### src/hdl/chsi_pkg.sv
`default_nettype none
package chsi_pkg;

  localparam int unsigned QW = 64;   // working width of every intermediate
  localparam int unsigned DW = 32;   // table and port data width

  typedef logic signed [QW-1:0] q_t;

  localparam q_t Q_MAX = {1'b0, {(QW-1){1'b1}}};
  localparam q_t Q_MIN = {1'b1, {(QW-1){1'b0}}};
  localparam q_t ONE_Q = 64'sd65536;

  // register index codes
  localparam logic [2:0] REG_KNOT_COUNT = 3'd0;
  localparam logic [2:0] REG_START_SLOPE = 3'd1;
  localparam logic [2:0] REG_END_SLOPE = 3'd2;
  localparam logic [2:0] REG_START_AUTO = 3'd3;
  localparam logic [2:0] REG_END_AUTO = 3'd4;

  // saturating add in the 64-bit range
  function automatic q_t sadd(input q_t a, input q_t b);
    logic signed [QW:0] s;
    begin
      s = {a[QW-1], a} + {b[QW-1], b};
      if (s[QW] != s[QW-1]) sadd = s[QW] ? Q_MIN : Q_MAX;
      else sadd = s[QW-1:0];
    end
  endfunction

  // saturating negate
  function automatic q_t sneg(input q_t a);
    begin
      sneg = (a == Q_MIN) ? Q_MAX : -a;
    end
  endfunction

endpackage
`default_nettype wire

### src/hdl/chsi_mul.sv
`default_nettype none
// Q16.16 multiply of two 64-bit values, (a*b)/65536 truncated toward zero
// and saturated. Magnitudes are split into 32-bit halves; one 32x32
// partial product is formed per cycle and accumulated.
module chsi_mul (
  input  wire logic                  clk,
  input  wire logic                  rst_n,
  input  wire logic                  start,
  input  wire chsi_pkg::q_t          a,
  input  wire chsi_pkg::q_t          b,
  output logic                       done,
  output chsi_pkg::q_t               prod
);
  import chsi_pkg::*;

  typedef enum logic [1:0] {
    M_IDLE,
    M_RUN,
    M_FIN
  } mst_t;

  mst_t         st_r;
  logic [1:0]   step_r;
  logic [63:0]  ua_r, ub_r;
  logic         neg_r;
  logic [127:0] acc_r;
  logic [31:0]  op_a, op_b;
  logic [63:0]  pp;
  logic [127:0] pp_sh;
  logic [111:0] shifted;
  logic [63:0]  lim;
  q_t           res;

  // select one partial product per step
  always_comb begin
    op_a = step_r[1] ? ua_r[63:32] : ua_r[31:0];
    op_b = step_r[0] ? ub_r[63:32] : ub_r[31:0];
    pp = {32'd0, op_a} * {32'd0, op_b};
    pp_sh = {64'd0, pp} << (7'd32 * ({6'd0, step_r[1]} + {6'd0, step_r[0]}));
  end

  always_comb begin
    shifted = acc_r[127:16];
    lim = neg_r ? 64'h8000_0000_0000_0000 : 64'h7FFF_FFFF_FFFF_FFFF;
    if (shifted[111:64] != '0 || shifted[63:0] > lim) res = neg_r ? Q_MIN : Q_MAX;
    else res = neg_r ? q_t'(-shifted[63:0]) : q_t'(shifted[63:0]);
  end

  always_ff @(posedge clk) begin
    if (!rst_n) begin
      st_r <= M_IDLE;
      done <= 1'b0;
    end else begin
      done <= 1'b0;
      unique case (st_r)
        M_IDLE: begin
          if (start) begin
            ua_r <= a[63] ? 64'(-a) : 64'(a);
            ub_r <= b[63] ? 64'(-b) : 64'(b);
            neg_r <= a[63] ^ b[63];
            acc_r <= '0;
            step_r <= 2'd0;
            st_r <= M_RUN;
          end
        end
        M_RUN: begin
          acc_r <= acc_r + pp_sh;
          step_r <= step_r + 2'd1;
          if (step_r == 2'd3) st_r <= M_FIN;
        end
        M_FIN: begin
          prod <= res;
          done <= 1'b1;
          st_r <= M_IDLE;
        end
        default: st_r <= M_IDLE;
      endcase
    end
  end
endmodule
`default_nettype wire

### config.mk
export PLATFORM = sky130hd
export DESIGN_NAME = chsi_mul
export DESIGN_NICKNAME = d
export VERILOG_FILES = /design/src/hdl/chsi_pkg.sv /design/src/hdl/chsi_mul.sv
export SDC_FILE = /design/constraint.sdc
export NUM_CORES = 2
export LEC_CHECK = 0
export BUFFER_PORTS_ARGS = -buffer_cell sky130_fd_sc_hd__buf_2
export CAP_MARGIN = 20
export CORE_ASPECT_RATIO = 1.1
export CORE_MARGIN = 2
export CORE_UTILIZATION = 50
export DETAILED_ROUTE_END_ITERATION = 10
export GPL_TIMING_DRIVEN = 0
export PLACE_DENSITY_LB_ADDON = 0.15
export SYNTH_ARGS = -nofsm -noshare
export SYNTH_HDL_FRONTEND = slang
export SYNTH_SLANG_ARGS = --single-unit
### constraint.sdc
create_clock -name clk -period 23.5 [get_ports clk]
set_clock_uncertainty 0.05 [all_clocks]
set_input_delay 4.7 -clock clk [delete_from_list [all_inputs] [get_ports clk]]
set_output_delay 4.7 -clock clk [all_outputs]
set_load 0.05 [all_outputs]
==> Yosys cells after proc, flatten, opt, wreduce, memory -nomap -nowiden <==
Index checks and enable logic that the tools add are counted.
{ "op_classes": {"addsub": 6, "multipliers": 1, "div_mod_pow": 0, "n_lt_le_gt_ge": 1, "n_eq_ne": 5, "n_shift": 1, "mux": 15, "bitwise_logic": 1, "reduce_logical": 8} }
{ "op_table": {"columns": ["op", "count"], "rows": [
  ["$pmux 128 s2", 1],
  ["$mux 64", 3],
  ["$neg 64->64", 3],
  ["$add 128x128->128", 1],
  ["$mux 128", 1],
  ["$shl 64x7->128", 1],
  ["$mux 63", 2],
  ["$gt 64x64->1", 1],
  ["$mul 32x32->64", 1],
  ["$mux 32", 2],
  ["$reduce_bool 48->1", 1],
  ["$pmux 2 s2", 2],
  ["$mux 2", 3],
  ["$reduce_and 3->1", 2],
  ["$eq 2x2->1 const B", 2],
  ["$ne 2x2->1 const B", 2],
  ["$reduce_and 2->1", 2],
  ["$add 1x1->2", 1],
  ["$add 2x1->2 const B", 1],
  ["$eq 2x1->1 const B", 1],
  ["$logic_not 2->1", 1],
  ["$reduce_bool 2->1", 1],
  ["$logic_or 1x1->1", 1],
  ["$mux 1", 1],
  ["$xor 1x1->1", 1]
]} }
{ "totals": {"ff_bits": 326, "latchBits": 0, "ramBits": 0, "rom_bits": 0, "input_bits": 131, "out_inout_bits": 65, "elab_cells": 48, "memories": 0} }

==> Longest topological paths before layout <==
{ "depth": {"depth_word": 5, "mapped_depth": 48} }

==> Worst setup path before layout <==
No wires, ideal clock.
{ "synth_timing": {"kind": "input port to flip-flop", "from": "input rst_n", "to": "register neg_r (enable)", "setup_time_ns": 0.939, "arrival_ns": 16.877, "required_time_ns": 22.511, "path_slack_ns": 5.634, "cell_stages": 1, "path_buffers": 0, "path_cell_list": "nor4bb_1"} }
{ "synth_between": {"elab_chain_cells": 1} }
{ "synth_lines": {"columns": ["item", "line_no", "rtl"], "rows": [
  ["start, declared", "chsi_mul.sv:7", "input wire logic rst_n,"],
  ["$reduce_and 3->1 (no line)", null, null],
  ["end signal, assigned", "chsi_mul.sv:60", "neg_r <= a[63] ^ b[63];"],
  ["end, declared", "chsi_mul.sv:25", "logic neg_r;"]
]} }
No other way between the ends.
A chain may end at the register's enable or synchronous reset.

==> Worst setup path after layout <==
{ "layout_timing": {"from": "register step_r[1]", "to": "register acc_r[122], data pin"} }
{ "layout_between": {"elab_chain_cells": 5, "elab_cells_between_ends": 6} }
{ "layout_lines": {"columns": ["item", "line_no", "rtl"], "rows": [
  ["start, declared", "chsi_mul.sv:23", "logic [1:0] step_r;"],
  ["start signal, assigned", "chsi_mul.sv:68", "step_r <= step_r + 2'd1;"],
  ["$mux 32", "chsi_mul.sv:36", "op_a = step_r[1] ? ua_r[63:32] : ua_r[31:0];"],
  ["$mul 32x32->64", "chsi_mul.sv:38", "pp = {32'd0, op_a} * {32'd0, op_b};"],
  ["$shl 64x7->128 (*)", "chsi_mul.sv:39", "pp_sh = {64'd0, pp} << (7'd32 * ({6'd0, step_r[1]} + {6'd0, step_r[0]}));"],
  ["$add 128x128->128 (*)", "chsi_mul.sv:67", "acc_r <= acc_r + pp_sh;"],
  ["$pmux 128 s2 (*)", "chsi_mul.sv:55", "unique case (st_r)"],
  ["end signal, assigned", "chsi_mul.sv:67", null],
  ["end, declared", "chsi_mul.sv:26", "logic [127:0] acc_r;"]
]} }
Mark *: on every way between the ends. The rest lies on a longest branch, timed or not.

==> results.toml <==
[synthesis]
netlist_area_um2 = 58800
synth_nets = 8140
ys_top_cells_by_area = "fa_1 (31%), edfxtp_1 (16%), ha_1 (9.7%)"
synth.distinct_cells = 85
synth_most_common_cell = "nor2_1"
synth_seq_cells = 326
ys_seq_area_frac = 0.166
yosysTopAreaCell = "fa_1"
ys_async_sr_fraction = 0
syn_area_per_cell_um2 = 8.84
yosys_warnings = 0
yosys-top-cells-count = "nor2_1 (923), inv_1 (922), fa_1 (897)"
synth_edf_count = 323
syn_inst = 6654
synth_top_area_frac = 0.305
synth-main-ff-cell = "edfxtp_1"

[cts]
clockRootBuffer = "clkbuf_16"
tritoncts = "yes"
cts_buffer_depth = 3
h-tree-depth = 2
cts-resized-gates = 0
ctsHoldBuffers = 0
clk_pin_slew_ns = 0.06
cts_sinks = 326
postCtsSetupRepairBufs = 0
cts_made_buffers = 41
clkLatencyLatePin_ns = 0.66

[sta]
slew_violations = 0
worst_pin_slew_ns = 1.31
timing.final.ws_setup_ns = 6.46
hold_viol_final = 0
fmax_mhz = 58.7
fin_crit_sh = 0.725
min_period_ns = 17.04
slew_headroom = 0.120
setup_viol = 0
rsz0062_at_grt = "false"

[routing]
routedWlPerCell_um = 28.0
drt_wl_total_um = 239000
final_antenna_net_count = 0
vias_per_cell = 6.08
drt-initial-drc-count = 5799
drtPass1Iterations = 8
drc = 0
vias = 51980

[layout]
fillers = 11145
nNetsFinal = 8464
drive_above_1_share = 0.0690
syn2layout_area_growth_pct = 9.31

[grt]
grt_overflow = 0
grt_max_degree = 61
grt_usage = 0.395
grt_pass1_vias = 50746
antenna_found_initial = 10
grt_pass1_wl_um = 341000

[setup_path]
reg2reg_to = "acc_r[122]"
reg2regPathDepth = 41
r2r_slack_ns = 6.46
critPathCaptureType = "flop"
crit_fanout = 10
critical_path_class = "flop to flop"
start_kind = "flop"
critPathMaxStageDelay_ns = 0.95
crit_path_frequent_cell = "fa_1"
startpoint = "step_r[1]"
crit_slowest_cell = "a2111oi_2"
worstReg2RegStart = "step_r[1]"
cp.arrival_ns = 17.34
required_ns = 23.80

[hold_path]
min_from = "st_r[1]"
hold_end = "done"
hp-class = "flop to flop"
holdPathStages = 2

[floorplan]
dieArea_um2 = 120000
io_pins = 196
num_rows = 132
core_area_um2 = 117000
initial_core_util = 0.502
die_y_um = 364
die_w_um = 331

[status]
status = "completed"

[place]
dp_slack_ns = 7.09
port_buffers = 193
dp_hpwl_um = 199000
place.gp.congestion = 1.02

[run]
maxCapViolCount = 0
==> per-stage QoR <==
stage                     instances  hold slack (ns)  area [um^2]   util  setup TNS [ns]
after global routing           8551            0.620        64300  0.548               0
final                          8553            0.570        64300  0.548               0
after CTS                      8536            0.568        64200  0.547               0
after global placement         8388            0.454        61700  0.526         -225.51
after floorplan                6654            0.439        58800      -               0
after detailed placement       8461            0.555        62700  0.535               0
==> logic make-up (layout without fill, tap and decap cells) <==
kind of cell,count (synthesis),after routing,share of synthesized area
AOI/OAI and AO/OA,1087,1087,0.117
xor gates and xnor gates,309,309,0.0460
adders and majority gates,1355,1355,0.403
buffers and inverters,1243,1599,0.0794
DFF,326,326,0.166
muxes,145,145,0.0260
other,0,2,0
and+or+nand+nor,2189,2189,0.163
==> critical path: cells and delay by family, from the launching register on <==
family | cells | cell delay [ns]
compound gates | 11 | 4.79
xor+xnor | 2 | 0.55
fa+ha+maj | 10 | 4.97
buf+inv | 9 | 2.75
flops | 1 | 0.65
mux | 1 | 0.92
simple gates | 8 | 2.04
==> placed cells by master (no fill, tap or decap), drive strengths merged, types with 25 or more instances in the layout <==
master / instances
nand2: 709
xor2: 79
nand2b: 37
o22ai: 32
o21a: 29
fa: 897
ha: 458
a21oi: 311
o21bai: 43
a21o: 137
nand4: 93
a31oi: 25
o21ai: 258
or4: 35
nor2: 924
nand3: 47
nor4: 37
or2: 25
nor2b: 50
o31ai: 56
buf: 306
clkbuf: 339
nor3: 90
xnor2: 230
o41ai: 26
o311ai: 48
inv: 925
or3: 51
mux2: 65
edfxtp: 323
and2: 44
mux2i: 80
==> state kept, by name (all words and copies together), names as in the netlist <==
register and cells:
neg_r 1, prod 64, st_r 2, step_r 2
ua_r 64, ub_r 64, done 1, acc_r 128
==> metal layers <==
metal	wire (um)	track usage	up-vias
li1	-	-	22563
met1	95300	0.525	26124
met2	102000	0.579	2690
met3	27000	0.122	601
met4	15200	0.206	2
met5	13	0	-
==> cell type report <==
| cell class | count | area (um^2) | share of cell area |
|---|---|---|---|
| Timing Repair Buffer | 281 | 1970 | 0.0306 |
| Sequential cell | 326 | 9760 | 0.152 |
| Antenna cell | 2 | 5.00 | 0.0000778 |
| Inverter | 925 | 3470 | 0.0540 |
| Tap cell | 1541 | 1930 | 0.0300 |
| Clock buffer | 46 | 1070 | 0.0166 |
| Clock inverter | 29 | 395 | 0.00615 |
| Multi-Input combinational cell | 5085 | 44500 | 0.692 |
| Buffer | 318 | 1200 | 0.0187 |
==> worst max path at each step <==
| stage | endpoint |
|---|---|
| floorplan | neg_r |
| global placement | ua_r[41] |
| detailed placement | acc_r[113] |
| CTS | acc_r[113] |
| global route | acc_r[113] |
| finish | acc_r[122] |
Power is left out: the tool's default activity adds up to more than one toggle a clock period on the data nets, which glitch-free logic cannot reach.
