### config.mk
export PLATFORM = sky130hd
export DESIGN_NAME = chsi_div
export DESIGN_NICKNAME = d
export VERILOG_FILES = /design/src/hdl/chsi_pkg.sv /design/src/hdl/chsi_div.sv
export SDC_FILE = /design/constraint.sdc
export NUM_CORES = 1
export LEC_CHECK = 0
export BUFFER_PORTS_ARGS = -buffer_cell sky130_fd_sc_hd__buf_2
export CAP_MARGIN = 10
export CORE_MARGIN = 2
export CORE_UTILIZATION = 35
export CTS_CLUSTER_DIAMETER = 80
export DETAILED_ROUTE_END_ITERATION = 7
export HOLD_SLACK_MARGIN = 0.15
export PLACE_DENSITY = 0.59
export SLEW_MARGIN = 10
export SYNTH_ARGS = -nofsm -noshare
export SYNTH_HDL_FRONTEND = slang
export SYNTH_SLANG_ARGS = --single-unit
### constraint.sdc
create_clock -name clk -period 4.9 [get_ports clk]
set_input_delay 0.49 -clock clk [delete_from_list [all_inputs] [get_ports clk]]
set_output_delay 0.49 -clock clk [all_outputs]
set_load 0.05 [all_outputs]
### src/hdl/chsi_pkg.sv
`default_nettype none
package chsi_pkg;

  localparam int unsigned QW = 64;   // working width of every intermediate
  localparam int unsigned DW = 32;   // table and port data width

  typedef logic signed [QW-1:0] q_t;

  localparam q_t Q_MAX = {1'b0, {(QW-1){1'b1}}};
  localparam q_t Q_MIN = {1'b1, {(QW-1){1'b0}}};
  localparam q_t ONE_Q = 64'sd65536;

  // register index codes
  localparam logic [2:0] REG_KNOT_COUNT = 3'd0;
  localparam logic [2:0] REG_START_SLOPE = 3'd1;
  localparam logic [2:0] REG_END_SLOPE = 3'd2;
  localparam logic [2:0] REG_START_AUTO = 3'd3;
  localparam logic [2:0] REG_END_AUTO = 3'd4;

  // saturating add in the 64-bit range
  function automatic q_t sadd(input q_t a, input q_t b);
    logic signed [QW:0] s;
    begin
      s = {a[QW-1], a} + {b[QW-1], b};
      if (s[QW] != s[QW-1]) sadd = s[QW] ? Q_MIN : Q_MAX;
      else sadd = s[QW-1:0];
    end
  endfunction

  // saturating negate
  function automatic q_t sneg(input q_t a);
    begin
      sneg = (a == Q_MIN) ? Q_MAX : -a;
    end
  endfunction

endpackage
`default_nettype wire

### src/hdl/chsi_div.sv
`default_nettype none
// Signed 64-bit division n/d truncated toward zero, one quotient bit per
// cycle (restoring). A zero divisor returns zero.
module chsi_div (
  input  wire logic                  clk,
  input  wire logic                  rst_n,
  input  wire logic                  start,
  input  wire chsi_pkg::q_t          num,
  input  wire chsi_pkg::q_t          den,
  output logic                       done,
  output chsi_pkg::q_t               quo
);
  import chsi_pkg::*;

  logic        busy_r;
  logic [5:0]  cnt_r;
  logic [63:0] q_r, d_r;
  logic [64:0] rem_r;
  logic        neg_r, zero_r;
  logic [64:0] trial;
  logic [64:0] rsh;

  always_comb begin
    rsh = {rem_r[63:0], q_r[63]};
    trial = rsh - {1'b0, d_r};
  end

  always_ff @(posedge clk) begin
    if (!rst_n) begin
      busy_r <= 1'b0;
      done <= 1'b0;
    end else begin
      done <= 1'b0;
      if (!busy_r) begin
        if (start) begin
          q_r <= num[63] ? 64'(-num) : 64'(num);
          d_r <= den[63] ? 64'(-den) : 64'(den);
          neg_r <= num[63] ^ den[63];
          zero_r <= (den == '0);
          rem_r <= '0;
          cnt_r <= '0;
          busy_r <= 1'b1;
        end
      end else begin
        // shift in one numerator bit, subtract when it fits
        if (!trial[64]) begin
          rem_r <= trial;
          q_r <= {q_r[62:0], 1'b1};
        end else begin
          rem_r <= rsh;
          q_r <= {q_r[62:0], 1'b0};
        end
        cnt_r <= cnt_r + 6'd1;
        if (cnt_r == 6'd63) begin
          busy_r <= 1'b0;
          done <= 1'b1;
        end
      end
    end
  end

  always_comb begin
    if (zero_r) quo = '0;
    else quo = neg_r ? q_t'(-q_r) : q_t'(q_r);
  end
endmodule
`default_nettype wire

**Word level (Yosys, flattened, before mapping)**

Index checks and enable logic that the tools add are counted.

- $add $sub $neg: 5
- Equal/unequal tests: 1
- Mux-type cells: 16
- Bitwise gates (word level): 2
- Reduce and logical (&&, ||, !) cells: 5

Operators with widths:

| cell | number |
|---|---|
| 2-to-1 mux 64 bit | 8 |
| negator 64 bit | 3 |
| subtractor 65 x 64 -> 65 bit | 1 |
| zero test 64 bit | 1 |
| 2-to-1 mux 63 bit | 1 |
| 2-to-1 mux 6 bit | 2 |
| adder 6 x 1 -> 6 bit, second input constant | 1 |
| == test 6 bit, second input constant | 1 |
| 2-to-1 mux 1 bit | 5 |
| AND reduction 2 bit | 2 |
| AND reduction 3 bit | 1 |
| nonzero test 2 bit | 1 |
| NOT 1 bit | 1 |
| XOR 1 bit | 1 |

- Flip-flop bits (word level): 202
- Input port bits: 131
- Logic and storage cells: 38

**Longest topological paths before layout**

Gate-level depths: netlist (run 1).

- Word-level depth: 4
- Depth in mapped cells: 14
- Gate-level depth less buffers: 13

**Least setup slack after synthesis (run 1)**

No wires, ideal clock.

- Path kind: register -> register
- Start point: reg busy_r
- End point: reg cnt_r[0], enable pin
- Library setup time: 0.505 ns
- Data arrival time: 3.778 ns
- Setup slack: 0.617 ns
- Cell stages (with the launch flop): 4
- Cell sequence: dfxtp_1 > clkbuf_1 > clkbuf_1 > o21a_1

- Longest elaborated chain between the ends: 2

Ends and longest elaborated chain:

| element | line | text |
|---|---|---|
| start: declaration | chsi_div.sv:15 | `logic busy_r;` |
| start signal: assignment | chsi_div.sv:30 | `busy_r <= 1'b0;` |
| start signal: assignment | chsi_div.sv:42 | `busy_r <= 1'b1;` |
| start signal: assignment | chsi_div.sv:55 | `busy_r <= 1'b0;` |
| nonzero test 2 bit (no source line) | - |  |
| AND reduction 2 bit (no source line) | - |  |
| end signal: assignment | chsi_div.sv:53 | `cnt_r <= cnt_r + 6'd1;` |
| end: declaration | chsi_div.sv:16 | `logic [5:0] cnt_r;` |

Every way passes these cells.
A chain may end at the register's enable or synchronous reset.

**Final worst setup path (run 1)**

- Start point: reg q_r[21]
- End point: out quo[57]

- Longest elaborated chain between the ends: 3

Ends and longest elaborated chain:

| element | line | text |
|---|---|---|
| start: declaration | chsi_div.sv:17 | `logic [63:0] q_r, d_r;` |
| start signal: assignment | chsi_div.sv:36 | `q_r <= num[63] ? 64'(-num) : 64'(num);` |
| start signal: assignment | chsi_div.sv:48 | `q_r <= {q_r[62:0], 1'b1};` |
| start signal: assignment | chsi_div.sv:51 | `q_r <= {q_r[62:0], 1'b0};` |
| negator 64 bit | chsi_div.sv:64 | `else quo = neg_r ? q_t'(-q_r) : q_t'(q_r);` |
| 2-to-1 mux 64 bit | chsi_div.sv:64 |  |
| 2-to-1 mux 64 bit | chsi_div.sv:63 | `if (zero_r) quo = '0;` |
| end: declaration | chsi_div.sv:11 | `output chsi_pkg::q_t quo` |

Every way passes these cells.

==> flow_summary.ini, run 1 <==
[sta]
timing.final.crit_share_pct = 96.25
timing.hold.ws_ns = 0.1863
fin_skew_ns = 0.01547
rsz0062_at_grt = false
maxSlewViolCount = 0
period_minus_slack_ns = 4.716
worst_slew_margin_rel_pct = 23.78
setup_tns_ns = 0
finalHoldViolCount = 0
setup_viol = 0
fmax_ghz = 0.2120
worst_slew_pin_slew_ns = 1.143

[worst_hold_path]
holdPathStages = 1
hold_path_class = in2reg

[clock_tree]
cts_tree = built
clock_path_buffers = 3
postCtsSetupBuffers = 0
ctsRootBufferMaster = clkbuf_16
htree_num_levels = 1
cts_made_buffers = 26
clock-sinks = 202
clk_pin_slew_ns = 0.06
clkLatencyLatePin_ns = 0.55

[global_routing]
grt_pass1_vias = 13620
grt_util_met1_pct = 25.67
top_usage_layer = met2
antenna_found_initial = 8
grt_start_max_net_pins = 95
grtUsageTotal_pct = 18.81
overflow = 0
grt_use_met3_pct = 2.929
grt_pass1_wl_um = 72150
met2_usage_pct = 30.32

[layout]
postLayoutCellArea_um2 = 18660
syn_to_final_growth_pct = 16.32
seqCellArea_um2 = 6050
multi_input_area_um2 = 9418
mostFrequentLayoutCells = edfxtp_1, nand2_1, buf_2
layout_commonest_cell = edfxtp_1
nets = 2172
final_layout_size_suffix_gt1_share_pct = 15.41
instances_no_fill = 2597
fillers = 4537

[floorplanning]
fp.dieW_um = 218.1
num_io_pins = 196
fp.coreArea_um2 = 45280
die_h_um = 218.1
start_util_pct = 35.42
dieArea_um2 = 47560
row_count = 78

[drt]
antenna_left = 0
first_iter_violations = 1073
wl_per_cell_um = 17.72
drcViolationCount = 0
routed_wirelength_um = 46020
drtPass1Iterations = 5
via_per_inst = 5.452
vias = 14160

[worst_setup_path]
ff2ff_path_depth = 12
criticalPathCategory = reg2out
startpoint_type = flop
path_max_fanout = 5
end_kind = output port
critical_path_required_ns = 4.41
crit_arrival_ns = 4.23
reg2reg_setup_slack_ns = 0.87

[placement]
dpl.hpwl_um = 34360
place_inst = 2544
routabilityCongestion = 0.8963
numPortBuffers = 195
post_dp_cell_area_um2 = 17650

[synth]
yosys.area.top_type_share_pct = 37.44
syn-mean-instance-area_um2 = 8.848
synth-seq-cells = 202
synth_seq_area_share_pct = 37.69
syn-num-nets = 2013
synth_edf_count = 200
yosys_warnings = 0
yosys.cell_types.count = 68
yosys-top-cells-area = edfxtp_1, xor2_1, xnor2_1
syn_area_um2 = 16040
ys.flop_type = edfxtp_1
synthArstFlopShare_pct = 0
syn_inst = 1813
synth_area_leader_cell = edfxtp_1

[status]
outcome = finished clean

[power]
p_leak_nw = 7.252
total_power_mw = 6.210
vdd_drop_max_uv = 259.2
power_density_nw_per_um2 = 332.8

[flow_run]
maxCapViolations = 0
[power breakdown]
part           total, mW  internal [mW]  switching [mW]
Combinational       1.85          0.672            1.18
Sequential          2.25           2.12           0.128
Clock               2.11           1.32           0.788
Total               6.21           4.12            2.09
[path summary, 6_finish.rpt]
path                   from         to
setup / recovery    q_r[21]    quo[57]
hold / removal       den[0]     d_r[0]
setup reg to reg  rem_r[28]  rem_r[60]
hold reg to reg   rem_r[60]  rem_r[61]
[cells by family after synthesis]
| logic type | share of synthesized area, % |
|---|---|
| AND/OR/NAND/NOR | 18.38 |
| adder cells (fa/ha/maj) | 5.429 |
| multiplexers | 3.042 |
| XOR/XNOR | 13.38 |
| buffers and inverters | 4.142 |
| AO/OA/AOI/OAI | 17.95 |
| flip-flops | 37.69 |
[area by class of cell]
type	instances	area share [%]
tap	600	4.023
multi-input combinational	1435	50.47
sequential	202	32.42
timing repair buffer	213	6.102
inverter	94	1.891
antenna	5	0.06705
clock buffer	30	3.681
clock inverter	18	1.348
[synth_stat cells (42+ instances only)]
master    number
xor2_1       142
clkbuf_1      75
a21oi_1       90
ha_1          68
edfxtp_1     200
inv_1         94
xnor2_1      103
o31ai_1       56
nand2_1      200
o21ai_0      170
nor2_1       186
mux2i_1       42
[worst max-delay path: stages (launching register included)]
cell and delay, ns:
edfxtp_1 0.44, or3_4 0.43, nor3_4 0.25, nand2_1 0.15, or3_1 0.44, or3_1 0.38
or4_4 0.47, or2_1 0.27, o41ai_2 0.34, xor2_1 0.22, nor2_1 0.06, clkbuf_4 0.24
[per-layer routing]
metal  wire length, um  part of all wire [%]  vias to the layer above
met2             20930                    45                      387
li1                  -                     -                     6902
met5                61                  0.13                        -
met1             21000                    46                     6779
met3              2538                   5.5                       84
met4              1492                   3.2                        8
[metrics by stage]
stage / worst slack (ns) / util, %
finish: 0.1839 / 41.21
global route: 0.004167 / 41.20
CTS: 0.07530 / 41.10
detailed placement: 0.5704 / 38.99
global placement: 0.6180 / 38.99
floorplan: 0.6175 / -
[registers in the layout (all words and copies together), names as in the netlist]
name,count
d_r,64
q_r,64
rem_r,64
cnt_r,6
busy_r,1
done,1
neg_r,1
zero_r,1
[repair_timing]
| action | 4_1_cts | 5_1_grt |
|---|---|---|
| resized for setup | 3 | 7 |
| gates cloned | 0 | 0 |
| hold buffers | 0 | 0 |
| endpoints found under the setup margin | 2 | 4 |
| pin swaps | 0 | 0 |
Power figures use the tool's default switching activity.
==> inputs of run 2 (changes only) <==
CORE_UTILIZATION = 31   (was 35)
PLACE_DENSITY = 0.54   (was 0.59)
==> run 2 against run 1 <==
Net effect:
- final area is 0.13% lower
- sequential share of layout area is essentially flat
- sequential power hardly changed
- largest cell class unchanged
- largest power group unchanged
==> flow_summary.ini, run 2 (synthesis results as in run 1) <==
[status]
outcome = finished clean

[sta]
setup_viol = 0
rsz0062_at_grt = false
setup_tns_ns = 0
worst_slew_pin_slew_ns = 0.9782
worst_slew_margin_rel_pct = 34.10
finalHoldViolCount = 0
layout_setup_ws_ns = 0.2026
fin_skew_ns = 0.02334
timing.final.crit_share_pct = 95.86
maxSlewViolCount = 0
period_minus_slack_ns = 4.697
fmax_ghz = 0.2129

[worst_setup_path]
cp_common_cell = or3_1
path_cells = or3_1, nor3_4, nand2_1, or3_1, or3_1, or4_4, or2_1, o41ai_2, xor2_1, nor2_1, clkbuf_4
cpMaxStageDelayCell = or3_1
cpLargestDelayFamily = simple AND/OR/NAND/NOR gates
path_buf_inv = 1
cp_slowest_stage_delay_ns = 0.48
startpoint_type = flop
criticalPathCategory = reg2out
cp.depth = 11
critical_path_required_ns = 4.41
path_max_fanout = 5
crit_arrival_ns = 4.21
end_kind = output port
ff2ff_path_depth = 14

[clock_tree]
htree_num_levels = 1
cts_made_buffers = 25
clkLatencyLatePin_ns = 0.55
postCtsSetupBuffers = 0
cts_tree = built
clk_pin_slew_ns = 0.06
clock_path_buffers = 3
clock-sinks = 202
ctsRootBufferMaster = clkbuf_16

[floorplanning]
row_count = 83
die_h_um = 231.5
fp.coreArea_um2 = 51200
fp.dieW_um = 231.5
dieArea_um2 = 53580
num_io_pins = 196
start_util_pct = 31.33

[flow_run]
maxCapViolations = 0

[power]
vdd_drop_max_uv = 202.8
p_leak_nw = 7.191
power_density_nw_per_um2 = 322.8

[global_routing]
grtUsageTotal_pct = 17.37
grt_pass1_vias = 13450
grt_pass1_wl_um = 74190
overflow = 0
grt_start_max_net_pins = 97
antenna_found_initial = 4

[worst_hold_path]
holdPathStages = 3
hold_path_class = in2reg

[drt]
drcViolationCount = 0
antenna_left = 0
via_per_inst = 5.240
routed_wirelength_um = 47600
vias = 13990
wl_per_cell_um = 17.84
drtPass1Iterations = 5
first_iter_violations = 996

[placement]
routabilityCongestion = 0.8956
post-place-ws_ns = 0.6276
place_inst = 2622
post_dp_cell_area_um2 = 17740
numPortBuffers = 195
dpl.hpwl_um = 36220

[layout]
instances_no_fill = 2669
layout_commonest_cell = edfxtp_1
postLayoutCellArea_um2 = 18640
fillers = 5280
nets = 2170
final_layout_size_suffix_gt1_share_pct = 15.24
reg.largest.list = d_r (64), q_r (64), rem_r (64)
mostFrequentLayoutCells = edfxtp_1, nand2_1, buf_2
syn_to_final_growth_pct = 16.18
[run 2: cell types whose count changed in the layout (fill, tap and decap cells not counted), sizes merged]
| cell | before | now |
|---|---|---|
| clkinvlp | 2 | 4 |
| inv | 96 | 95 |
| clkbuf | 31 | 27 |
| buf | 212 | 210 |
| clkinv | 8 | 10 |
| bufinv | 6 | 4 |
| diode | 5 | 1 |
| dlygate4sd3 | 0 | 1 |
[run 2: worst reg2reg max path: cells and delay by family, from the launching register on]
kind,cells,cell delay [ns]
AND/OR/NAND/NOR,3,0.40
buffers and inverters,3,0.77
flip-flops,1,0.32
adder cells (fa/ha/maj),2,0.65
AO/OA/AOI/OAI,4,1.07
XOR/XNOR,1,0.24
multiplexers,1,0.29
[run 2: worst paths after layout]
kind | startpoint | to | slack (ns)
worst max-delay path | q_r[8] | quo[57] | 0.20
worst min-delay path | rst_n | done | 0.25
worst max register to register | q_r[63] | rem_r[13] | 0.88
worst min register to register | rem_r[56] | rem_r[57] | 0.58
[run 2: where the power goes]
group | internal (mW) | leakage [nW] | switching, mW
sequential | 2.12 | 1.93 | 0.130
combinational | 0.671 | 4.86 | 1.19
clock | 1.14 | 0.398 | 0.765
[run 2: layout make-up]
cell class / instances / area (um2) / area share, %
Multi-Input combinational cell: 1435 / 9415 / 50.52
Sequential cell: 202 / 6050 / 32.46
Timing Repair Buffer: 212 / 1134 / 6.083
Tap cell: 680 / 850.8 / 4.565
Clock buffer: 26 / 629.4 / 3.377
Inverter: 94 / 352.8 / 1.893
Clock inverter: 19 / 202.7 / 1.088
Antenna cell: 1 / 2.502 / 0.01343
[run 2: what timing repair did]
action / CTS / global route
endpoints found under the setup margin: 0 / 6
endpoints found under the hold margin: 1 / 0
hold buffers: 1 / 0
gates resized for setup: 0 / 10
[run 2: metrics by stage]
step | power, mW | hold WS, ns | utilization (%)
floorplan | 3.603 | 0.5263 | -
global placement | 4.119 | 0.5658 | 34.65
detailed placement | 4.136 | 0.5573 | 34.65
CTS | 6.079 | 0.2252 | 36.29
global route | 6.362 | 0.2495 | 36.40
finish | 6.016 | 0.2511 | 36.40
[run 2: routing by layer]
metal  track usage (%)  wire (um)  up-vias
li1                  -          -     6900
met5                 0         37        -
met1             23.68      21910     6662
met4             6.109       1670        6
met3             2.510       2110       83
met2             27.98      21880      335
==> inputs of run 3 (changes only) <==
==> constraint.sdc (replaced) <==
create_clock -name clk -period 4.9 [get_ports clk]
set_input_delay 0.245 -clock clk [delete_from_list [all_inputs] [get_ports clk]]
set_output_delay 0.245 -clock clk [all_outputs]
set_load 0.05 [all_outputs]
==> run 3 against run 2 <==
Net effect:
- sequential power hardly changed
- critical path depth stayed put
- clock skew is 0.028 ns higher
- via count is 4.1% higher
- critical path type unchanged
- sequential share of layout area is 2.1 points lower
- flip-flop and latch count stayed put
- highest routed layer unchanged
- register-to-register slack worse by 0.04 ns
- fmax is 0.42% higher
- die area stayed put
- global-route usage is 0.87 points higher
- wire length is 4.8% higher
- setup slack better by 0.020 ns
- largest power group unchanged
==> flow_summary.ini, run 3 (synthesis results as in run 1) <==
[status]
outcome = finished clean

[clock_tree]
clock_path_buffers = 3
cts_made_buffers = 27
ctsRootBufferMaster = clkbuf_16
cts_tree = built
postCtsSetupBuffers = 0
htree_num_levels = 1
clkLatencyLatePin_ns = 0.59
clk_pin_slew_ns = 0.06
clock-sinks = 202

[sta]
fmax_ghz = 0.2138
timing.final.crit_share_pct = 95.46
finalHoldViolCount = 0
setup_viol = 0
fin_skew_ns = 0.05173
maxSlewViolCount = 0
layout_setup_ws_ns = 0.2224
rsz0062_at_grt = false
worst_slew_pin_slew_ns = 1.053
period_minus_slack_ns = 4.678
worst_slew_margin_rel_pct = 29.81
setup_tns_ns = 0

[floorplanning]
num_io_pins = 196
dieArea_um2 = 53580
die_h_um = 231.5
fp.coreArea_um2 = 51200
row_count = 83
fp.dieW_um = 231.5
start_util_pct = 31.33

[drt]
antenna_left = 0
drtPass1Iterations = 5
vias = 14570
via_per_inst = 5.191
drcViolationCount = 0
routed_wirelength_um = 49910
first_iter_violations = 865
wl_per_cell_um = 17.79

[placement]
dpl.hpwl_um = 36880
post-place-ws_ns = 0.5430
numPortBuffers = 195
post_dp_cell_area_um2 = 17730
routabilityCongestion = 0.8875
place_inst = 2622

[worst_setup_path]
path_max_fanout = 5
cp.depth = 11
path_buf_inv = 1
cp_common_cell = or3_1
timing.rr.start = q_r[63]
critical_path_required_ns = 4.66
r2r_end = rem_r[12]
ff2ff_path_depth = 14
reg2reg_setup_slack_ns = 0.84
path_cells = or3_1, nor3_2, nand2_1, or3_1, or3_1, or4_4, or2_1, o41ai_1, xor2_1, nor2_1, buf_2
cpLargestDelayFamily = simple AND/OR/NAND/NOR gates
crit_arrival_ns = 4.43
cp_slowest_stage_delay_ns = 0.47
cpMaxStageDelayCell = or3_1
startpoint_type = flop
end_kind = output port
criticalPathCategory = reg2out

[layout]
mostFrequentLayoutCells = nand2_1, edfxtp_1, buf_2
multi_input_area_um2 = 9379
instances_no_fill = 2806
fillers = 5127
reg.largest.list = d_r (64), q_r (64), rem_r (64)
syn_to_final_growth_pct = 24.39
final_layout_size_suffix_gt1_share_pct = 14.17
nets = 2303
postLayoutCellArea_um2 = 19950
seqCellArea_um2 = 6050

[power]
vdd_drop_max_uv = 350.7
clock_power_share_pct = 32.3
internal_power_mw = 4.038
power_density_nw_per_um2 = 311.4
p_leak_nw = 7.749
switching_share_pct = 35.01
p_switching_mw = 2.176
combPwrFrac_pct = 31.3
p_seq_share_pct = 36.4

[worst_hold_path]
hp-start = num[11]
holdPathStages = 3
hold_path_class = in2reg
worstHoldEndpoint = q_r[11]

[flow_run]
maxCapViolations = 0

[global_routing]
antenna_found_initial = 4
grt_start_max_net_pins = 72
grt_pass1_vias = 14280
grt_pass1_wl_um = 78400
overflow = 0
grtUsageTotal_pct = 18.25
run 3: cell types whose count changed in the layout (fill, tap and decap cells not counted), moves of 2 or more:
| cell | delta |
|---|---|
| dlygate4sd3_1 | +131 |
| nor3_1 | +2 |
| clkbuf_16 | +2 |
| clkinvlp_4 | -2 |
| nor3_4 | -2 |
run 3: power by group through the flow:
stage / clock network, mW / registers (mW) / logic [mW]
finish: 2.01 / 2.26 / 1.94
global route: 2.12 / 2.28 / 2.15
CTS: 2.06 / 2.26 / 1.94
detailed placement: 0 / 2.29 / 1.84
global placement: 0 / 2.29 / 1.82
floorplan: 0 / 2.24 / 1.36
run 3: repair_timing:
item	4_1_cts	5_1_grt
hold buffers	132	0
gates resized for setup	1	1
setup endpoints to repair	1	1
pin swaps	0	0
hold endpoints to repair	116	0
run 3: per-stage QoR:
| stage | total power [mW] | hold WS (ns) | util, % |
|---|---|---|---|
| floorplan | 3.603 | 0.3439 | - |
| global placement | 4.113 | 0.4750 | 34.62 |
| detailed placement | 4.129 | 0.4624 | 34.62 |
| CTS | 6.260 | 0.1521 | 38.95 |
| global route | 6.557 | 0.1680 | 38.97 |
| finish | 6.214 | 0.1787 | 38.97 |
run 3: worst max-delay path by stage:
stage | endpoint | start | slack (ns)
2_1_floorplan | cnt_r[0] | busy_r | 0.62
3_5_place_dp | quo[63] | q_r[5] | 0.54
6_report | quo[57] | q_r[5] | 0.22
4_1_cts | quo[63] | q_r[5] | 0.18
5_1_grt | quo[57] | q_r[5] | 0.003
3_3_place_gp | quo[63] | q_r[5] | 0.64
run 3: final cells by class:
class                   count  share of cell area, %
diodes                      2                0.02508
clock buffers              29                  3.424
clock inverters            21                  1.022
inverters                  94                  1.768
multi-input cells        1435                  47.00
flip-flops and latches    202                  30.32
well taps                 680                  4.264
repair buffers            343                  12.18
run 3: per-layer routing:
layer,up-vias,global-route usage [%],wire (um)
li1,7170,-,-
met1,6933,23.91,22320
met5,-,0,24
met2,354,30.29,23490
met4,4,7.782,2025
met3,104,2.178,2046
run 3: worst reg2reg max path: cells and delay by family (launching register included):
| family | cells | cell delay (ns) |
|---|---|---|
| AOI/OAI and AO/OA | 4 | 1.40 |
| buffers and inverters | 3 | 0.74 |
| and+or+nand+nor | 3 | 0.45 |
| adders and majority gates | 2 | 0.42 |
| DFF | 1 | 0.35 |
| muxes | 1 | 0.27 |
| xor gates and xnor gates | 1 | 0.18 |
